[config.mk]
export PLATFORM = sky130hd
export DESIGN_NAME = clamped_sliding_median_filter_core
export DESIGN_NICKNAME = d
export VERILOG_FILES = /design/src/rtl/csmf_pkg.sv /design/src/rtl/clamped_sliding_median_filter_core.sv /design/src/rtl/csmf_ram.sv
export SDC_FILE = /design/constraint.sdc
export NUM_CORES = 1
export LEC_CHECK = 0
export BUFFER_PORTS_ARGS = -buffer_cell sky130_fd_sc_hd__clkbuf_2
export CORE_ASPECT_RATIO = 1.25
export CORE_MARGIN = 3
export CORE_UTILIZATION = 45
export DETAILED_ROUTE_END_ITERATION = 7
export PLACE_DENSITY = 0.57
export SETUP_SLACK_MARGIN = 0.3
export SLEW_MARGIN = 20
export SYNTH_ARGS = -nofsm -noshare
export SYNTH_HDL_FRONTEND = slang
export SYNTH_SLANG_ARGS = --single-unit
[constraint.sdc]
create_clock -name clk -period 17.86 [get_ports clk]
set_clock_uncertainty 0.15 [all_clocks]
set_input_delay 1.786 -clock clk [delete_from_list [all_inputs] [get_ports clk]]
set_output_delay 1.786 -clock clk [all_outputs]
set_load 0.03 [all_outputs]
[src/rtl/csmf_pkg.sv]
// Package for the clamped sliding median filter core.
// Holds field widths, register indexes, reset values and the sequencer state type.
// No dependencies.
`timescale 1ns / 1ps
`default_nettype none

package csmf_pkg;

    // Widths of the payload fields and of the configuration port.
    localparam int SAMPLE_W    = 16;
    localparam int MEDIAN_W    = 17;
    localparam int SIZE_FLD_W  = 7;
    localparam int CFG_DATA_W  = 16;
    localparam int CFG_IDX_W   = 2;
    localparam int BIT_IDX_W   = 4;

    // Configuration register indexes.
    localparam logic [CFG_IDX_W-1:0] REG_WINDOW_SIZE = 2'd0;
    localparam logic [CFG_IDX_W-1:0] REG_LOWER_LIMIT = 2'd1;
    localparam logic [CFG_IDX_W-1:0] REG_UPPER_LIMIT = 2'd2;

    // Window size after reset.
    localparam int WINDOW_SIZE_RESET = 40;

    // Flipping the sign bit maps signed order onto unsigned order.
    localparam logic [SAMPLE_W-1:0] SIGN_FLIP = 16'h8000;

    // Sequencer states.
    typedef enum logic [3:0] {
        ST_IDLE = 4'b0001,
        ST_SCAN = 4'b0010,
        ST_STEP = 4'b0100,
        ST_DONE = 4'b1000
    } state_t;

endpackage

`default_nettype wire

[src/rtl/clamped_sliding_median_filter_core.sv]
// Top level of the clamped sliding median filter: clamp, ring window, median search.
// Depends on csmf_pkg and csmf_ram.
`timescale 1ns / 1ps
`default_nettype none

//  Channel   Direction  Signals                                 Transfer when
//  input     in         in_valid, in_stall, sample              in_valid && !in_stall
//  output    out        out_valid, out_stall, clamped,
//                       median_ready, median                    out_valid && !out_stall
//  config    in         cfg_we, cfg_index, cfg_data             cfg_we
//
// Until the window has filled, an item goes from ST_IDLE straight to ST_DONE. Afterwards
// the median is found by a bitwise search that sweeps the window RAM once per result
// bit: 16 passes for each of the two middle ranks. A pass in ST_SCAN issues window_size
// reads and waits for the last read data; ST_STEP then settles the bit. The single RAM
// read port and one compare-and-count unit set the pace of the search. Reset sets the
// window size to 40 (or WINDOW_MAX if smaller), both limits to 0 and clears the fill
// state; the window RAM itself is not cleared. One item is worked on at a time; the
// finished result sits in an output register, and a new sample is taken while it waits
// on out_stall.

module clamped_sliding_median_filter_core #(
    parameter int WINDOW_MAX = 64
) (
    input  wire logic                                  clk,
    input  wire logic                                  rst_n,
    input  wire logic                                  in_valid,
    output logic                                       in_stall,
    input  wire logic signed [csmf_pkg::SAMPLE_W-1:0]  sample,
    output logic                                       out_valid,
    input  wire logic                                  out_stall,
    output logic                                       clamped,
    output logic                                       median_ready,
    output logic signed [csmf_pkg::MEDIAN_W-1:0]       median,
    input  wire logic                                  cfg_we,
    input  wire logic [csmf_pkg::CFG_IDX_W-1:0]        cfg_index,
    input  wire logic [csmf_pkg::CFG_DATA_W-1:0]       cfg_data
);

    localparam int AW = $clog2(WINDOW_MAX);
    localparam int NW = $clog2(WINDOW_MAX + 1);
    localparam int SW = (NW > csmf_pkg::SIZE_FLD_W) ? NW : csmf_pkg::SIZE_FLD_W;
    localparam int RESET_SIZE = (csmf_pkg::WINDOW_SIZE_RESET > WINDOW_MAX) ?
                                WINDOW_MAX : csmf_pkg::WINDOW_SIZE_RESET;
    localparam int DW = csmf_pkg::SAMPLE_W;

    csmf_pkg::state_t state_reg, state_next;

    logic [NW-1:0]         size_reg, size_next;
    logic signed [DW-1:0]  lower_reg, lower_next;
    logic signed [DW-1:0]  upper_reg, upper_next;
    logic [AW-1:0]         slot_reg, slot_next;
    logic                  full_reg, full_next;

    logic [NW-1:0]         idx_reg, idx_next;
    logic [NW-1:0]         cnt_reg, cnt_next;
    logic                  rd_vld_reg, rd_vld_next;
    logic [DW-1:0]         prefix_reg, prefix_next;
    logic [csmf_pkg::BIT_IDX_W-1:0] bit_reg, bit_next;
    logic                  sel_hi_reg, sel_hi_next;
    logic [DW-1:0]         lo_reg, lo_next;
    logic                  hit_reg, hit_next;
    logic signed [csmf_pkg::MEDIAN_W-1:0] med_reg, med_next;

    logic                  out_valid_reg, out_valid_next;
    logic                  clamped_reg, clamped_next;
    logic                  ready_reg, ready_next;
    logic signed [csmf_pkg::MEDIAN_W-1:0] median_reg, median_next;

    logic                  in_xfer;
    logic                  out_free;
    logic signed [DW-1:0]  s_low;
    logic signed [DW-1:0]  s_clamped;
    logic                  hit_low;
    logic                  hit_high;
    logic [AW-1:0]         slot_eff;
    logic [SW-1:0]         size_raw;
    logic [NW-1:0]         size_clamped;

    logic                  ram_we;
    logic                  ram_re;
    logic [AW-1:0]         ram_raddr;
    logic [DW-1:0]         ram_rdata;

    logic [DW-1:0]         low_mask;
    logic [DW-1:0]         thresh;
    logic [NW-1:0]         rank;
    logic                  below;
    logic [DW-1:0]         found;
    logic signed [csmf_pkg::MEDIAN_W-1:0] lo_ext;
    logic signed [csmf_pkg::MEDIAN_W-1:0] hi_ext;

    assign in_stall     = (state_reg != csmf_pkg::ST_IDLE);
    assign in_xfer      = in_valid && !in_stall;
    assign out_free     = !out_valid_reg || !out_stall;
    assign out_valid    = out_valid_reg;
    assign clamped      = clamped_reg;
    assign median_ready = ready_reg;
    assign median       = median_reg;

    // Clamp: floor first, then ceiling, each only when its limit is positive.
    always_comb
    begin
        hit_low  = (lower_reg > 16'sd0) && (sample <= lower_reg);
        s_low    = hit_low ? lower_reg : sample;
        hit_high = (upper_reg > 16'sd0) && (s_low >= upper_reg);
        s_clamped = hit_high ? upper_reg : s_low;
    end

    // Slot that the new sample goes to.
    assign slot_eff = (NW'(slot_reg) >= size_reg) ? '0 : slot_reg;

    // Window size write: zero reads as one, too large reads as the maximum.
    always_comb
    begin
        size_raw = SW'(cfg_data[csmf_pkg::SIZE_FLD_W-1:0]);
        if (size_raw == '0)
        begin
            size_clamped = NW'(1);
        end
        else if (size_raw > SW'(WINDOW_MAX))
        begin
            size_clamped = NW'(WINDOW_MAX);
        end
        else
        begin
            size_clamped = NW'(size_raw);
        end
    end

    function automatic logic signed [csmf_pkg::MEDIAN_W-1:0] MEDIAN_EXT(
        input logic [DW-1:0] v
    );
        MEDIAN_EXT = {v[DW-1], v};
    endfunction

    // Search datapath: count window entries at or below the trial threshold.
    always_comb
    begin
        low_mask = (DW'(1) << bit_reg) - DW'(1);
        thresh   = prefix_reg | low_mask;
        rank     = sel_hi_reg ? (size_reg >> 1) : ((size_reg - NW'(1)) >> 1);
        below    = (ram_rdata ^ csmf_pkg::SIGN_FLIP) <= thresh;
        found    = (cnt_reg > rank) ? prefix_reg : (prefix_reg | (DW'(1) << bit_reg));
        lo_ext   = MEDIAN_EXT(lo_reg ^ csmf_pkg::SIGN_FLIP);
        hi_ext   = MEDIAN_EXT(found ^ csmf_pkg::SIGN_FLIP);
    end

    assign ram_we    = in_xfer;
    assign ram_re    = (state_reg == csmf_pkg::ST_SCAN) && (idx_reg < size_reg);
    assign ram_raddr = idx_reg[AW-1:0];

    // Sequencer and register updates.
    always_comb
    begin
        state_next     = state_reg;
        size_next      = size_reg;
        lower_next     = lower_reg;
        upper_next     = upper_reg;
        slot_next      = slot_reg;
        full_next      = full_reg;
        idx_next       = idx_reg;
        cnt_next       = cnt_reg;
        rd_vld_next    = 1'b0;
        prefix_next    = prefix_reg;
        bit_next       = bit_reg;
        sel_hi_next    = sel_hi_reg;
        lo_next        = lo_reg;
        hit_next       = hit_reg;
        med_next       = med_reg;
        out_valid_next = out_valid_reg && out_stall;
        clamped_next   = clamped_reg;
        ready_next     = ready_reg;
        median_next    = median_reg;

        // Configuration writes must arrive only while the block is idle; the block itself does not enforce this.
        if (cfg_we)
        begin
            unique case (cfg_index)
                csmf_pkg::REG_WINDOW_SIZE:
                begin
                    size_next = size_clamped;
                    slot_next = '0;
                    full_next = 1'b0;
                end
                csmf_pkg::REG_LOWER_LIMIT: lower_next = cfg_data;
                csmf_pkg::REG_UPPER_LIMIT: upper_next = cfg_data;
                default: ;
            endcase
        end

        unique case (state_reg)
            csmf_pkg::ST_IDLE:
            begin
                if (in_xfer)
                begin
                    hit_next = hit_low || hit_high;
                    med_next = '0;
                    if (NW'(slot_eff) == size_reg - NW'(1))
                    begin
                        slot_next   = '0;
                        full_next   = 1'b1;
                        idx_next    = '0;
                        cnt_next    = '0;
                        prefix_next = '0;
                        bit_next    = csmf_pkg::BIT_IDX_W'(DW - 1);
                        sel_hi_next = 1'b0;
                        state_next  = csmf_pkg::ST_SCAN;
                    end
                    else
                    begin
                        slot_next = slot_eff + AW'(1);
                        if (full_reg)
                        begin
                            idx_next    = '0;
                            cnt_next    = '0;
                            prefix_next = '0;
                            bit_next    = csmf_pkg::BIT_IDX_W'(DW - 1);
                            sel_hi_next = 1'b0;
                            state_next  = csmf_pkg::ST_SCAN;
                        end
                        else
                        begin
                            state_next = csmf_pkg::ST_DONE;
                        end
                    end
                end
            end

            csmf_pkg::ST_SCAN:
            begin
                // Issue one read per cycle; count the entry that returns.
                if (idx_reg < size_reg)
                begin
                    idx_next    = idx_reg + NW'(1);
                    rd_vld_next = 1'b1;
                end
                if (rd_vld_reg && below)
                begin
                    cnt_next = cnt_reg + NW'(1);
                end
                if ((idx_reg == size_reg) && !rd_vld_reg)
                begin
                    state_next = csmf_pkg::ST_STEP;
                end
            end

            csmf_pkg::ST_STEP:
            begin
                // Settle one bit of the rank's value, then start the next pass or, once both ranks are done, finish.
                idx_next = '0;
                cnt_next = '0;
                if (bit_reg == '0)
                begin
                    if (sel_hi_reg)
                    begin
                        med_next   = lo_ext + hi_ext;
                        state_next = csmf_pkg::ST_DONE;
                    end
                    else
                    begin
                        lo_next     = found;
                        sel_hi_next = 1'b1;
                        prefix_next = '0;
                        bit_next    = csmf_pkg::BIT_IDX_W'(DW - 1);
                        state_next  = csmf_pkg::ST_SCAN;
                    end
                end
                else
                begin
                    prefix_next = found;
                    bit_next    = bit_reg - csmf_pkg::BIT_IDX_W'(1);
                    state_next  = csmf_pkg::ST_SCAN;
                end
            end

            csmf_pkg::ST_DONE:
            begin
                // Hand the result to the output register once it is free.
                if (out_free)
                begin
                    out_valid_next = 1'b1;
                    clamped_next   = hit_reg;
                    ready_next     = full_reg;
                    median_next    = med_reg;
                    state_next     = csmf_pkg::ST_IDLE;
                end
            end

            default:
            begin
                state_next = csmf_pkg::ST_IDLE;
            end
        endcase
    end

    // Control state.
    always_ff @(posedge clk or negedge rst_n)
    begin
        if (!rst_n)
        begin
            state_reg     <= csmf_pkg::ST_IDLE;
            size_reg      <= NW'(RESET_SIZE);
            lower_reg     <= '0;
            upper_reg     <= '0;
            slot_reg      <= '0;
            full_reg      <= 1'b0;
            idx_reg       <= '0;
            cnt_reg       <= '0;
            rd_vld_reg    <= 1'b0;
            bit_reg       <= '0;
            sel_hi_reg    <= 1'b0;
            out_valid_reg <= 1'b0;
        end
        else
        begin
            state_reg     <= state_next;
            size_reg      <= size_next;
            lower_reg     <= lower_next;
            upper_reg     <= upper_next;
            slot_reg      <= slot_next;
            full_reg      <= full_next;
            idx_reg       <= idx_next;
            cnt_reg       <= cnt_next;
            rd_vld_reg    <= rd_vld_next;
            bit_reg       <= bit_next;
            sel_hi_reg    <= sel_hi_next;
            out_valid_reg <= out_valid_next;
        end
    end

    // Payload registers.
    always_ff @(posedge clk)
    begin
        prefix_reg  <= prefix_next;
        lo_reg      <= lo_next;
        hit_reg     <= hit_next;
        med_reg     <= med_next;
        clamped_reg <= clamped_next;
        ready_reg   <= ready_next;
        median_reg  <= median_next;
    end

    // Ring window storage.
    csmf_ram #(
        .WIDTH (DW),
        .DEPTH (WINDOW_MAX)
    ) u_window (
        .clk   (clk),
        .we    (ram_we),
        .waddr (slot_eff),
        .wdata (s_clamped),
        .re    (ram_re),
        .raddr (ram_raddr),
        .rdata (ram_rdata)
    );

endmodule

`default_nettype wire

[src/rtl/csmf_ram.sv]
// Generic single write port, single read port RAM with registered read data.
// No dependencies.
`timescale 1ns / 1ps
`default_nettype none

module csmf_ram #(
    parameter int WIDTH = 16,
    parameter int DEPTH = 64
) (
    input  wire logic                     clk,
    input  wire logic                     we,
    input  wire logic [$clog2(DEPTH)-1:0] waddr,
    input  wire logic [WIDTH-1:0]         wdata,
    input  wire logic                     re,
    input  wire logic [$clog2(DEPTH)-1:0] raddr,
    output logic      [WIDTH-1:0]         rdata
);

    logic [WIDTH-1:0] mem_reg [DEPTH];

    // Write port.
    always_ff @(posedge clk)
    begin
        if (we)
        begin
            mem_reg[waddr] <= wdata;
        end
    end

    // Registered read port.
    always_ff @(posedge clk)
    begin
        if (re)
        begin
            rdata <= mem_reg[raddr];
        end
    end

endmodule

`default_nettype wire
-- Word-level counts from Yosys, hierarchy flattened
Memories as Yosys holds them, arrays and structs flattened. A register that Yosys moved wholly into a read port is not among the register bits.
Index checks and enable logic that the tools add are counted.
- bits in registers: 140
- latch bits: 0
- RAM bits: 1024
- memory bits (read-only): 0
- bits of input ports: 39
- output and inout port bits: 21
- memories: 1
- memory list (name ; words ; bits a word ; read ports ; clocked after memory_dff ; wr ports ; RTL line ; source):
    u_window.mem_reg ; 64 ; 16 ; 1 ; 1 ; 1 ; csmf_ram.sv:19 ; logic [WIDTH-1:0] mem_reg [DEPTH];
- add/subtract/negate cells: 7
- multipliers: 0
- div/mod/pow operators: 0
- order comparisons: 9
- equal/unequal tests: 18
- shift operators: 1
- mux-type cells: 59
- bitwise gates (word level): 6
- reduce and logical (&&, ||, !) cells: 30
- operator list (kind ; count):
    $mux 16 ; 8
    $mux 17 ; 3
    $mux 7 ; 7
    $mux 4 ; 12
    $mux 6 ; 7
    $pmux 7 s3 ; 2
    $pmux 17 s2 ; 1
    $gt 16x1->1 const B ; 2
    $le 16x16->1 ; 2
    $or 16x16->16 ; 2
    $pmux 16 s2 ; 1
    $reduce_and 4->1 ; 5
    $add 16x16->17 ; 1
    $ge 16x16->1 ; 1
    $pmux 4 s4 ; 1
    $shl 1x4->16 const A ; 1
    $sub 16x2->16 const B ; 1
    $mux 1 ; 15
    $add 7x1->7 const B ; 2
    $reduce_and 2->1 ; 5
    $ne 2x2->1 const B ; 4
    $pmux 4 s2 ; 1
    $eq 6x7->1 ; 1
    $eq 7x7->1 ; 1
    27 further kinds ; 44

-- Logic depth before layout (Yosys ltp)
Gate-level depths: netlist (run 1).
- depth after elaboration: 9
- mapped depth: 23
- depth with buffers taken out: 22

-- Cells and area by module
A second synthesis (run 1) with hierarchy kept.
- cell total of the unflattened synthesis: 2702
- area, all modules: 49403.6 um2
- by module, submodules not included (module ; times used ; cells each ; area each (um2) ; sequential area each (um2)):
    csmf_ram ; 1 ; 1829 ; 40202.3 ; 31230.0
    clamped_sliding_median_filter_core ; 1 ; 873 ; 9201.3 ; 3852.4

-- Worst setup path before layout (run 1)
OpenSTA, ideal clock, no wires.
- path type: input-to-reg
- from: in sample[1] (netlist name)
- to: mem u_window.mem_reg[0][0], data pin
- library setup time: 0.549 ns
- arrival: 7.481 ns
- required time: 17.161 ns
- setup slack: 9.681 ns
- stages: 19
- path buffers: 3
- cells stage by stage: ha_1 > nor2b_1 > o211ai_1 > a2111oi_0 > a211oi_1 > mux2i_1 > o21a_1 > clkbuf_1 > buf_2 > mux2_2 > ha_1 > o21ai_0 > a21oi_1 > o2111ai_1 > a21oi_1 > o41ai_2 > clkbuf_1 > nor2_1 > a21oi_1
- longest elaborated chain between the ends: 6
- ends and longest elaborated chain (item ; RTL line ; source):
    start: declaration ; clamped_sliding_median_filter_core.sv:29 ; input wire logic signed [csmf_pkg::SAMPLE_W-1:0] sample,
    $le 16x16->1 ; clamped_sliding_median_filter_core.sv:104 ; hit_low = (lower_reg > 16'sd0) && (sample <= lower_reg);
    $logic_and 1x1->1 ; clamped_sliding_median_filter_core.sv:104 ;
    $mux 16 (*) ; clamped_sliding_median_filter_core.sv:105 ; s_low = hit_low ? lower_reg : sample;
    $ge 16x16->1 ; clamped_sliding_median_filter_core.sv:106 ; hit_high = (upper_reg > 16'sd0) && (s_low >= upper_reg);
    $logic_and 1x1->1 ; clamped_sliding_median_filter_core.sv:106 ;
    $mux 16 (*) ; clamped_sliding_median_filter_core.sv:107 ; s_clamped = hit_high ? upper_reg : s_low;
    via s_clamped[0] ; clamped_sliding_median_filter_core.sv:73 ; logic signed [DW-1:0] s_clamped;
    end: declaration ; csmf_ram.sv:19 ;
Mark *: on every way through the listed nets, which the timed path passes. The rest lies on a longest branch.

-- Final worst setup path (run 1)
- from: in sample[1] (netlist name)
- to: mem u_window.mem_reg[58][6], data pin
Same word-level chain as after synthesis.

==> reports/qor.txt, run 1 <==
SETUP PATH
---------------------------------------------------------------------------------
Worst-path cell with the longest stage delay ....................... sky130_fd_sc_hd__o41ai_4
Number of buffer and inverter instances along the worst setup path .            3
Largest delay contributor family on the critical path .............. compound AO/OA/AOI/OAI gates
Element type at the critical path end ..............................     register
Required @ worst endpoint ..........................................     18.02 ns
Worst Setup Start Kind .............................................   input port
Worst-path fanout max ..............................................           64
Crit-path cells .................................................... clkbuf_2 -> ha_1 -> nor2b_1 -> o211ai_1 -> a2111oi_0 -> a211oi_1 -> mux2i_1 -> o21a_1 -> mux2i_1 -> ha_1 -> o21ai_0 -> a21oi_1 -> o2111ai_1 -> a21oi_1 -> o41ai_4 -> buf_4 -> mux2_2 -> buf_4
Path type of the worst setup path ..................................    in -> reg
Critical path's largest stage delay ................................      0.74 ns
Data arrival at the endpoint of the critical path ..................      7.04 ns

DETAILED ROUTING
---------------------------------------------------------------------------------
DR vias ............................................................        24070
Post-DRT Antenna Nets ..............................................            0
Number of detailed-routing iterations run before antenna repair ....            5
Avg Vias per Cell ..................................................        5.894
DRC Markers ........................................................            0
DRT Wirelength .....................................................     117.9 mm
Starting DRC count in detailed routing .............................         2174
Final routed wire length divided by cell count .....................     28.88 um

PLACE
---------------------------------------------------------------------------------
Total instance count after detailed placement ......................         3880
Half-perimeter wire length after detailed placement ................     70.90 mm
Total cell area at the placement stage .............................  0.05097 mm2
Worst setup timing slack at the placement stage ....................     10.10 ns
Last weighted congestion value of the routability-driven placer ....       0.8773
Buffers on Ports ...................................................           59

SYNTHESIS
---------------------------------------------------------------------------------
FFs w/ async S/R, synth ............................................      0.06017
Area contributors post-synth ....................................... sky130_fd_sc_hd__edfxtp_1, sky130_fd_sc_hd__mux4_2, sky130_fd_sc_hd__dfrtp_1
Sequential element share of the synthesized area ...................       0.7229
Synthesis Warnings .................................................            0
Nets in the synthesized netlist ....................................         2553
Syn_area_per_cell ..................................................    20.05 um2
Post-Synthesis Cell Area ...........................................  0.04853 mm2
Share of the synthesized area in the top cell type .................       0.6862
Ys flop type ....................................................... sky130_fd_sc_hd__edfxtp_1
Cell taking the most area after synthesis .......................... sky130_fd_sc_hd__edfxtp_1
Post-synthesis cell type count .....................................           67
Cell count after synthesis .........................................         2420
Flip-flop and latch count after synthesis ..........................         1180
Count of flip-flops with a built-in enable after synthesis .........         1109

POWER AND IR DROP
---------------------------------------------------------------------------------
Power Dens Cells ................................................... 134.5 mW/mm2
Power consumption ..................................................     7.368 mW
Leakage power figure ...............................................     17.60 nW
Worst vdd rail ir drop .............................................   0.08732 mV

FLOORPLANNING
---------------------------------------------------------------------------------
Die Y ..............................................................     373.2 um
Die width ..........................................................     299.7 um
Area of the core region ............................................   0.1070 mm2
Full die area ......................................................   0.1119 mm2
I/O pin cnt ........................................................           60
Std cell rows ......................................................          134
Starting Density ...................................................       0.4537

TIMING
---------------------------------------------------------------------------------
Final worst path period need .......................................     6.873 ns
Setup repair after global routing missed its margin ................        false
Post-layout worst setup margin .....................................     10.99 ns
Relative slew slack ................................................       0.2314
Share of the clock period used by the worst path ...................       0.3848
Max-slew violation count ...........................................            0
Final hold violation count .........................................            0
Peak clock frequency supported by timing ...........................   0.1455 GHz
Pin slew with the least headroom to its limit ......................     1.153 ns
Final-layout setup total negative slack ............................         0 ns
Hold slack .........................................................    0.2686 ns
Final setup violation count ........................................            0

GLOBAL ROUTE
---------------------------------------------------------------------------------
Via count of the first global-routing pass .........................        25290
Global-route total usage across every layer ........................       0.2126
Total gr overflow ..................................................            0
Wire length of the first global-routing pass .......................     172.7 mm
Initial antenna violation count ....................................            2
Maximum number of pins on one net before global-route repair .......          134

FINISH
---------------------------------------------------------------------------------
Post-route standard cell area excluding fillers ....................  0.05479 mm2
Filler Cells Inserted ..............................................         8567
Final net count ....................................................         2699
Total area of sequential cells .....................................  0.03509 mm2
Max reg flops ......................................................         1024
Multi-input combinational cell area ................................  0.01289 mm2
Share of layout cells above drive strength 1 .......................       0.2861
Fraction of the core area covered by cells at the end of the flow ..       0.5122
Area growth from synthesis to layout ...............................       12.89%
Post-route insts no fill ...........................................         4084
Count of inserted antenna diode cells ..............................            0

CLOCK TREE
---------------------------------------------------------------------------------
CTS clock-pin slew for the worst setup and hold paths ..............      0.06 ns
Maximum number of buffers from clock root to sink ..................            3
Clock tree root buffer cell ........................................ sky130_fd_sc_hd__clkbuf_16
Number of gates given a new drive strength after cts ...............            0
Clock tree from TritonCTS ..........................................          yes
Post-CTS Setup Bufs ................................................            0
# hold bufs at CTS .................................................            0
Number of buffers inserted during clock tree synthesis .............          112
H-tree Lvls ........................................................            3
Clock insertion delay at the later pin of the skew report ..........      0.70 ns
Clock sink count ...................................................         1180

STATUS
---------------------------------------------------------------------------------
Outcome ............................................................ complete, no violations

HOLD PATH
---------------------------------------------------------------------------------
Path class of the lowest-slack min-delay path ......................   reg -> reg

FLOW RUN
---------------------------------------------------------------------------------
# Max-Cap Violations ...............................................            0

-- routing by layer --
metal  vias up  wire (um)  global-route usage
met5         -         13                   0
met4         2       4072             0.07785
met3       192       5658             0.02923
met2       698      61970              0.3728
met1     12910      46220              0.2708
li1      10270          -                   -
-- cells in the final DEF, fill, tap and decap left out, types with 10 or more instances in the layout --
cell | Yosys | layout
sky130_fd_sc_hd__nor4_1 | 12 | 10
sky130_fd_sc_hd__o21ai_0 | 41 | 41
sky130_fd_sc_hd__mux2_2 | 65 | 55
sky130_fd_sc_hd__nor3_1 | 25 | 22
sky130_fd_sc_hd__clkbuf_2 | 0 | 58
sky130_fd_sc_hd__a21oi_1 | 45 | 43
sky130_fd_sc_hd__buf_4 | 0 | 86
sky130_fd_sc_hd__nand2b_1 | 13 | 13
sky130_fd_sc_hd__mux4_2 | 336 | 336
sky130_fd_sc_hd__nor2b_1 | 26 | 26
sky130_fd_sc_hd__nand4_1 | 20 | 20
sky130_fd_sc_hd__o21a_1 | 11 | 11
sky130_fd_sc_hd__a21o_1 | 28 | 28
sky130_fd_sc_hd__xnor2_1 | 20 | 20
sky130_fd_sc_hd__mux2_4 | 0 | 10
sky130_fd_sc_hd__bufinv_16 | 0 | 17
sky130_fd_sc_hd__nand3_1 | 21 | 21
sky130_fd_sc_hd__nor2_1 | 122 | 118
sky130_fd_sc_hd__inv_1 | 67 | 67
sky130_fd_sc_hd__dfrtp_1 | 68 | 64
sky130_fd_sc_hd__nand2_1 | 48 | 48
sky130_fd_sc_hd__and3_1 | 10 | 10
sky130_fd_sc_hd__o31ai_1 | 11 | 11
sky130_fd_sc_hd__clkinv_1 | 0 | 13
sky130_fd_sc_hd__clkbuf_1 | 85 | 19
sky130_fd_sc_hd__clkinv_2 | 0 | 25
sky130_fd_sc_hd__clkbuf_16 | 0 | 114
sky130_fd_sc_hd__ha_1 | 93 | 93
sky130_fd_sc_hd__edfxtp_1 | 1109 | 1109
-- report_power, final --
group,total [mW],switching [mW],internal [mW]
combinational,1.41,0.883,0.529
clock,2.44,1.02,1.42
sequential,3.51,0.0955,3.42
-- cells in the mapped netlist (6+ instances only) --
library cell               number
sky130_fd_sc_hd__edfxtp_1    1109
sky130_fd_sc_hd__mux4_2       336
sky130_fd_sc_hd__nor2_1       122
sky130_fd_sc_hd__ha_1          93
sky130_fd_sc_hd__clkbuf_1      85
sky130_fd_sc_hd__dfrtp_1       68
sky130_fd_sc_hd__inv_1         67
sky130_fd_sc_hd__mux2_2        65
sky130_fd_sc_hd__nand2_1       48
sky130_fd_sc_hd__a21oi_1       45
sky130_fd_sc_hd__o21ai_0       41
sky130_fd_sc_hd__a21o_1        28
sky130_fd_sc_hd__nor2b_1       26
sky130_fd_sc_hd__nor3_1        25
sky130_fd_sc_hd__buf_1         24
sky130_fd_sc_hd__nand3_1       21
sky130_fd_sc_hd__nand4_1       20
sky130_fd_sc_hd__xnor2_1       20
sky130_fd_sc_hd__nand2b_1      13
sky130_fd_sc_hd__nor4_1        12
sky130_fd_sc_hd__o21a_1        11
sky130_fd_sc_hd__o31ai_1       11
sky130_fd_sc_hd__and3_1        10
sky130_fd_sc_hd__and2_1         8
sky130_fd_sc_hd__nand3b_1       7
sky130_fd_sc_hd__a211oi_1       6
sky130_fd_sc_hd__mux2i_1        6
sky130_fd_sc_hd__nor4b_1        6
-- cell type report --
type / instances / area share
sequential: 1180 / 0.6406
multi-input combinational: 1059 / 0.2353
clock buffer: 134 / 0.05362
tap: 1428 / 0.03261
timing repair buffer: 146 / 0.01781
clock inverter: 70 / 0.01546
inverter: 67 / 0.004590
-- worst register-to-register path, cell delays in order, from the launching register on --
cell                      delay, ns
sky130_fd_sc_hd__dfrtp_1       0.53
sky130_fd_sc_hd__or4_4         0.61
sky130_fd_sc_hd__nor3_1        0.20
sky130_fd_sc_hd__xnor2_1       0.16
sky130_fd_sc_hd__ha_1          0.27
sky130_fd_sc_hd__a21o_1        0.16
sky130_fd_sc_hd__a21oi_1       0.13
sky130_fd_sc_hd__o21ai_0       0.10
sky130_fd_sc_hd__a21oi_1       0.58
sky130_fd_sc_hd__and2_1        0.32
sky130_fd_sc_hd__a21oi_1       0.16
sky130_fd_sc_hd__inv_1         0.13
sky130_fd_sc_hd__ha_1          0.24
sky130_fd_sc_hd__a21o_1        0.18
sky130_fd_sc_hd__a21oi_1       0.27
sky130_fd_sc_hd__o21ai_0       0.15
sky130_fd_sc_hd__a31oi_1       0.32
sky130_fd_sc_hd__o21ai_0       0.31
sky130_fd_sc_hd__a41oi_1       0.46
sky130_fd_sc_hd__nor4_1        0.09
sky130_fd_sc_hd__a211o_1       0.31
-- worst paths after layout --
kind                                   from                      end  slack, ns  cells past startpoint
worst max-delay path              sample[1]  u_window.mem_reg[58][6]      10.99                     18
worst min-delay path            med_reg[15]               median[15]       0.27                      0
worst max register to register  size_reg[0]              med_reg[15]      11.75                     20
worst min register to register  med_reg[15]               median[15]       0.27                      0
max in group asynchronous             rst_n               idx_reg[3]      15.64                      2
min in group asynchronous             rst_n            lower_reg[12]       0.80                      1
-- cells by family (layout without fill, tap and decap cells) --
family	Yosys count	after routing	share of synthesized area
AOI/OAI and AO/OA	199	199	0.02784
xor gates and xnor gates	25	25	0.004512
adders and majority gates	94	94	0.02439
buffers and inverters	181	417	0.01413
DFF	1180	1180	0.7229
muxes	407	407	0.1722
and+or+nand+nor	334	334	0.03403
(Power assumes the default switching activity.)
==> run 2: changes to the inputs <==
==> constraint.sdc (replaced) <==
create_clock -name clk -period 6.6 [get_ports clk]
set_clock_uncertainty 0.15 [all_clocks]
set_input_delay 0.66 -clock clk [delete_from_list [all_inputs] [get_ports clk]]
set_output_delay 0.66 -clock clk [all_outputs]
set_load 0.03 [all_outputs]
==> run 2 against run 1 <==
  * Hold slack lost 0.20 ns
  * Routed wire length down 0.66%
  * Register-to-register slack got worse by 11 ns
  * Total power grew to 2.7 times the previous value
  * Cell count grew 0.20%
  * Sequential share of layout area about the same
  * Critical path depth is 3 higher
  * Non-clock buffer count up 9
  * Critical endpoint is now med_reg[15]
  * Highest routed layer is now met4
==> reports/qor.txt, run 2 (synthesis results as in run 1) <==
GLOBAL ROUTE
-------------------------------------------------------------------------------------
GR Layer Usage met2 ....................................................       0.3678   -0.005014
Most crowded layer after global routing ................................         met2
Maximum number of pins on one net before global-route repair ...........          121   -9.7%
Via count of the first global-routing pass .............................        25220   -0.30%
Global-route total usage across every layer ............................       0.2110   -0.001616
Wire length of the first global-routing pass ...........................     171.8 mm   -0.51%
Initial antenna violation count ........................................            0   -2
Met1 Resource Use GR ...................................................       0.2740   +0.003180
GR met3 Demand/Resource ................................................      0.02545   -0.003777
Total gr overflow ......................................................            0   unchanged

TIMING
-------------------------------------------------------------------------------------
Post-layout worst setup margin .........................................     1.016 ns   -9.971 ns
Pin slew with the least headroom to its limit ..........................     1.086 ns   -0.06702 ns
Max-slew violation count ...............................................            0   unchanged
Setup repair after global routing missed its margin ....................        false
Share of the clock period used by the worst path .......................       0.8461
Final-layout setup total negative slack ................................         0 ns   unchanged
Final setup violation count ............................................            0   unchanged
Final hold violation count .............................................            0   unchanged
Relative slew slack ....................................................       0.2761   +0.04468
Final worst path period need ...........................................     5.584 ns
Peak clock frequency supported by timing ...............................   0.1791 GHz

DETAILED ROUTING
-------------------------------------------------------------------------------------
Final routed wire length divided by cell count .........................     28.63 um   -0.86%
DRT Wirelength .........................................................     117.2 mm   -0.66%
Avg Vias per Cell ......................................................        5.862   -0.56%
DR vias ................................................................        23990   -0.36%
DRC Markers ............................................................            0   unchanged
Number of detailed-routing iterations run before antenna repair ........            7   +2
Starting DRC count in detailed routing .................................         2041   -6.1%
Post-DRT Antenna Nets ..................................................            0   unchanged

PLACE
-------------------------------------------------------------------------------------
Worst setup timing slack at the placement stage ........................    0.5736 ns   -9.522 ns
Total instance count after detailed placement ..........................         3888   +0.21%
Half-perimeter wire length after detailed placement ....................     67.73 mm   -4.5%
Buffers on Ports .......................................................           59   unchanged
Last weighted congestion value of the routability-driven placer ........       0.8510   -3.0%

HOLD PATH
-------------------------------------------------------------------------------------
Hold-critical path depth ...............................................            2   +2
Path class of the lowest-slack min-delay path ..........................    in -> reg

SETUP PATH
-------------------------------------------------------------------------------------
Required @ worst endpoint ..............................................      6.90 ns   -11.12 ns
Number of cells traversed by the worst register-to-register path .......           21   +5.0%
Data arrival at the endpoint of the critical path ......................      5.88 ns   -1.16 ns
Setup slack on the worst flop-to-flop path .............................      1.02 ns   -10.73 ns
Worst Setup Start Kind .................................................     register
Worst-path fanout max ..................................................           10   -84%
Element type at the critical path end ..................................     register
Path type of the worst setup path ......................................   reg -> reg

CLOCK TREE
-------------------------------------------------------------------------------------
Clock sink count .......................................................         1180   unchanged
Clock insertion delay at the later pin of the skew report ..............      0.70 ns   about the same
Maximum number of buffers from clock root to sink ......................            3   unchanged
CTS clock-pin slew for the worst setup and hold paths ..................      0.06 ns   about the same
Number of buffers inserted during clock tree synthesis .................          110   -1.8%
Clock tree from TritonCTS ..............................................          yes
Clock tree root buffer cell ............................................ sky130_fd_sc_hd__clkbuf_16
Number of gates given a new drive strength after cts ...................            0   unchanged
H-tree Lvls ............................................................            3   unchanged

FINISH
-------------------------------------------------------------------------------------
Fraction of the core area covered by cells at the end of the flow ......       0.5119   about the same
Most frequent standard cell in the layout excluding fill and tap cells . sky130_fd_sc_hd__edfxtp_1
Share of layout cells above drive strength 1 ...........................       0.2830   -0.003112
Area growth from synthesis to layout ...................................       12.82%   about the same
Max reg flops ..........................................................         1024   unchanged
Post-route insts no fill ...............................................         4092   +0.20%
Final net count ........................................................         2706   +0.26%
Count of inserted antenna diode cells ..................................            0   unchanged
Highest-count cells in the layout ignoring fill and taps ............... sky130_fd_sc_hd__edfxtp_1, sky130_fd_sc_hd__mux4_2, sky130_fd_sc_hd__nor2_1

FLOORPLANNING
-------------------------------------------------------------------------------------
I/O pin cnt ............................................................           60   unchanged
Area of the core region ................................................   0.1070 mm2   unchanged
Std cell rows ..........................................................          134   unchanged
Die Y ..................................................................     373.2 um   unchanged
Die width ..............................................................     299.7 um   unchanged
Full die area ..........................................................   0.1119 mm2   unchanged
Starting Density .......................................................       0.4537   unchanged

POWER AND IR DROP
-------------------------------------------------------------------------------------
Leakage power figure ...................................................     17.56 nW   -0.25%
Worst vdd rail ir drop .................................................    0.2739 mV   +210%
Power consumption ......................................................     19.77 mW   +170%
Power Dens Cells ....................................................... 361.1 mW/mm2   +170%

STATUS
-------------------------------------------------------------------------------------
Outcome ................................................................ complete, no violations

FLOW RUN
-------------------------------------------------------------------------------------
# Max-Cap Violations ...................................................            0   unchanged

-- run 2: area by class of cell --
class                   count  area, um2
clock buffers             139       2903
flip-flops and latches   1180      35090
fillers                  8511      52210
multi-input cells        1059      12890
inverters                  67      251.5
well taps                1428       1787
repair buffers            155       1121
clock inverters            64      710.7
-- run 2: final timing paths --
check / startpoint / end
worst max-delay path: size_reg[0] / med_reg[15]
worst min-delay path: cfg_data[15] / lower_reg[15]
worst max register to register: size_reg[0] / med_reg[15]
worst min register to register: med_reg[8] / median[8]
max in group asynchronous: rst_n / idx_reg[0]
min in group asynchronous: rst_n / lower_reg[12]
-- run 2: power by group --
group / total (mW) / switching [mW] / internal, mW
Sequential: 9.54 / 0.300 / 9.24
Combinational: 3.85 / 2.38 / 1.47
Clock: 6.38 / 2.74 / 3.64
-- run 2: through the flow --
stage / cell area [um2] / hold WS [ns]
after floorplan: 48540 / 0.2144
after global placement: 51100 / 0.2533
after detailed placement: 51100 / 0.2545
after CTS: 54720 / 0.01150
after global routing: 54760 / 0.05334
final: 54760 / 0.06906
-- run 2: layer usage --
| layer | wire (um) | up-vias |
|---|---|---|
| met5 | 0 | - |
| met4 | 4068 | 0 |
| met3 | 5179 | 184 |
| met2 | 60970 | 637 |
| met1 | 46940 | 12880 |
| li1 | - | 10280 |
-- run 2: worst max-delay path, cell delays in order (launching register included) --
cell and delay, ns:
sky130_fd_sc_hd__dfrtp_1 0.50, sky130_fd_sc_hd__or4_4 0.59, sky130_fd_sc_hd__nor3_1 0.19, sky130_fd_sc_hd__xnor2_1 0.15, sky130_fd_sc_hd__ha_1 0.26, sky130_fd_sc_hd__a21o_1 0.16
sky130_fd_sc_hd__a21oi_1 0.14, sky130_fd_sc_hd__o21ai_0 0.10, sky130_fd_sc_hd__a21oi_1 0.21, sky130_fd_sc_hd__buf_4 0.20, sky130_fd_sc_hd__and2_1 0.22, sky130_fd_sc_hd__a21oi_1 0.15
sky130_fd_sc_hd__inv_1 0.13, sky130_fd_sc_hd__ha_1 0.23, sky130_fd_sc_hd__a21o_1 0.17, sky130_fd_sc_hd__a21oi_1 0.27, sky130_fd_sc_hd__o21ai_0 0.13, sky130_fd_sc_hd__a31oi_1 0.30
sky130_fd_sc_hd__o21ai_0 0.30, sky130_fd_sc_hd__a41oi_1 0.42, sky130_fd_sc_hd__nor4_1 0.08, sky130_fd_sc_hd__a211o_1 0.30
-- run 2: repair_timing --
action | 4_1_cts | 5_1_grt
hold endpoints to repair | 68 | 0
hold buffers | 1 | 0
buffers inserted | 0 | 0
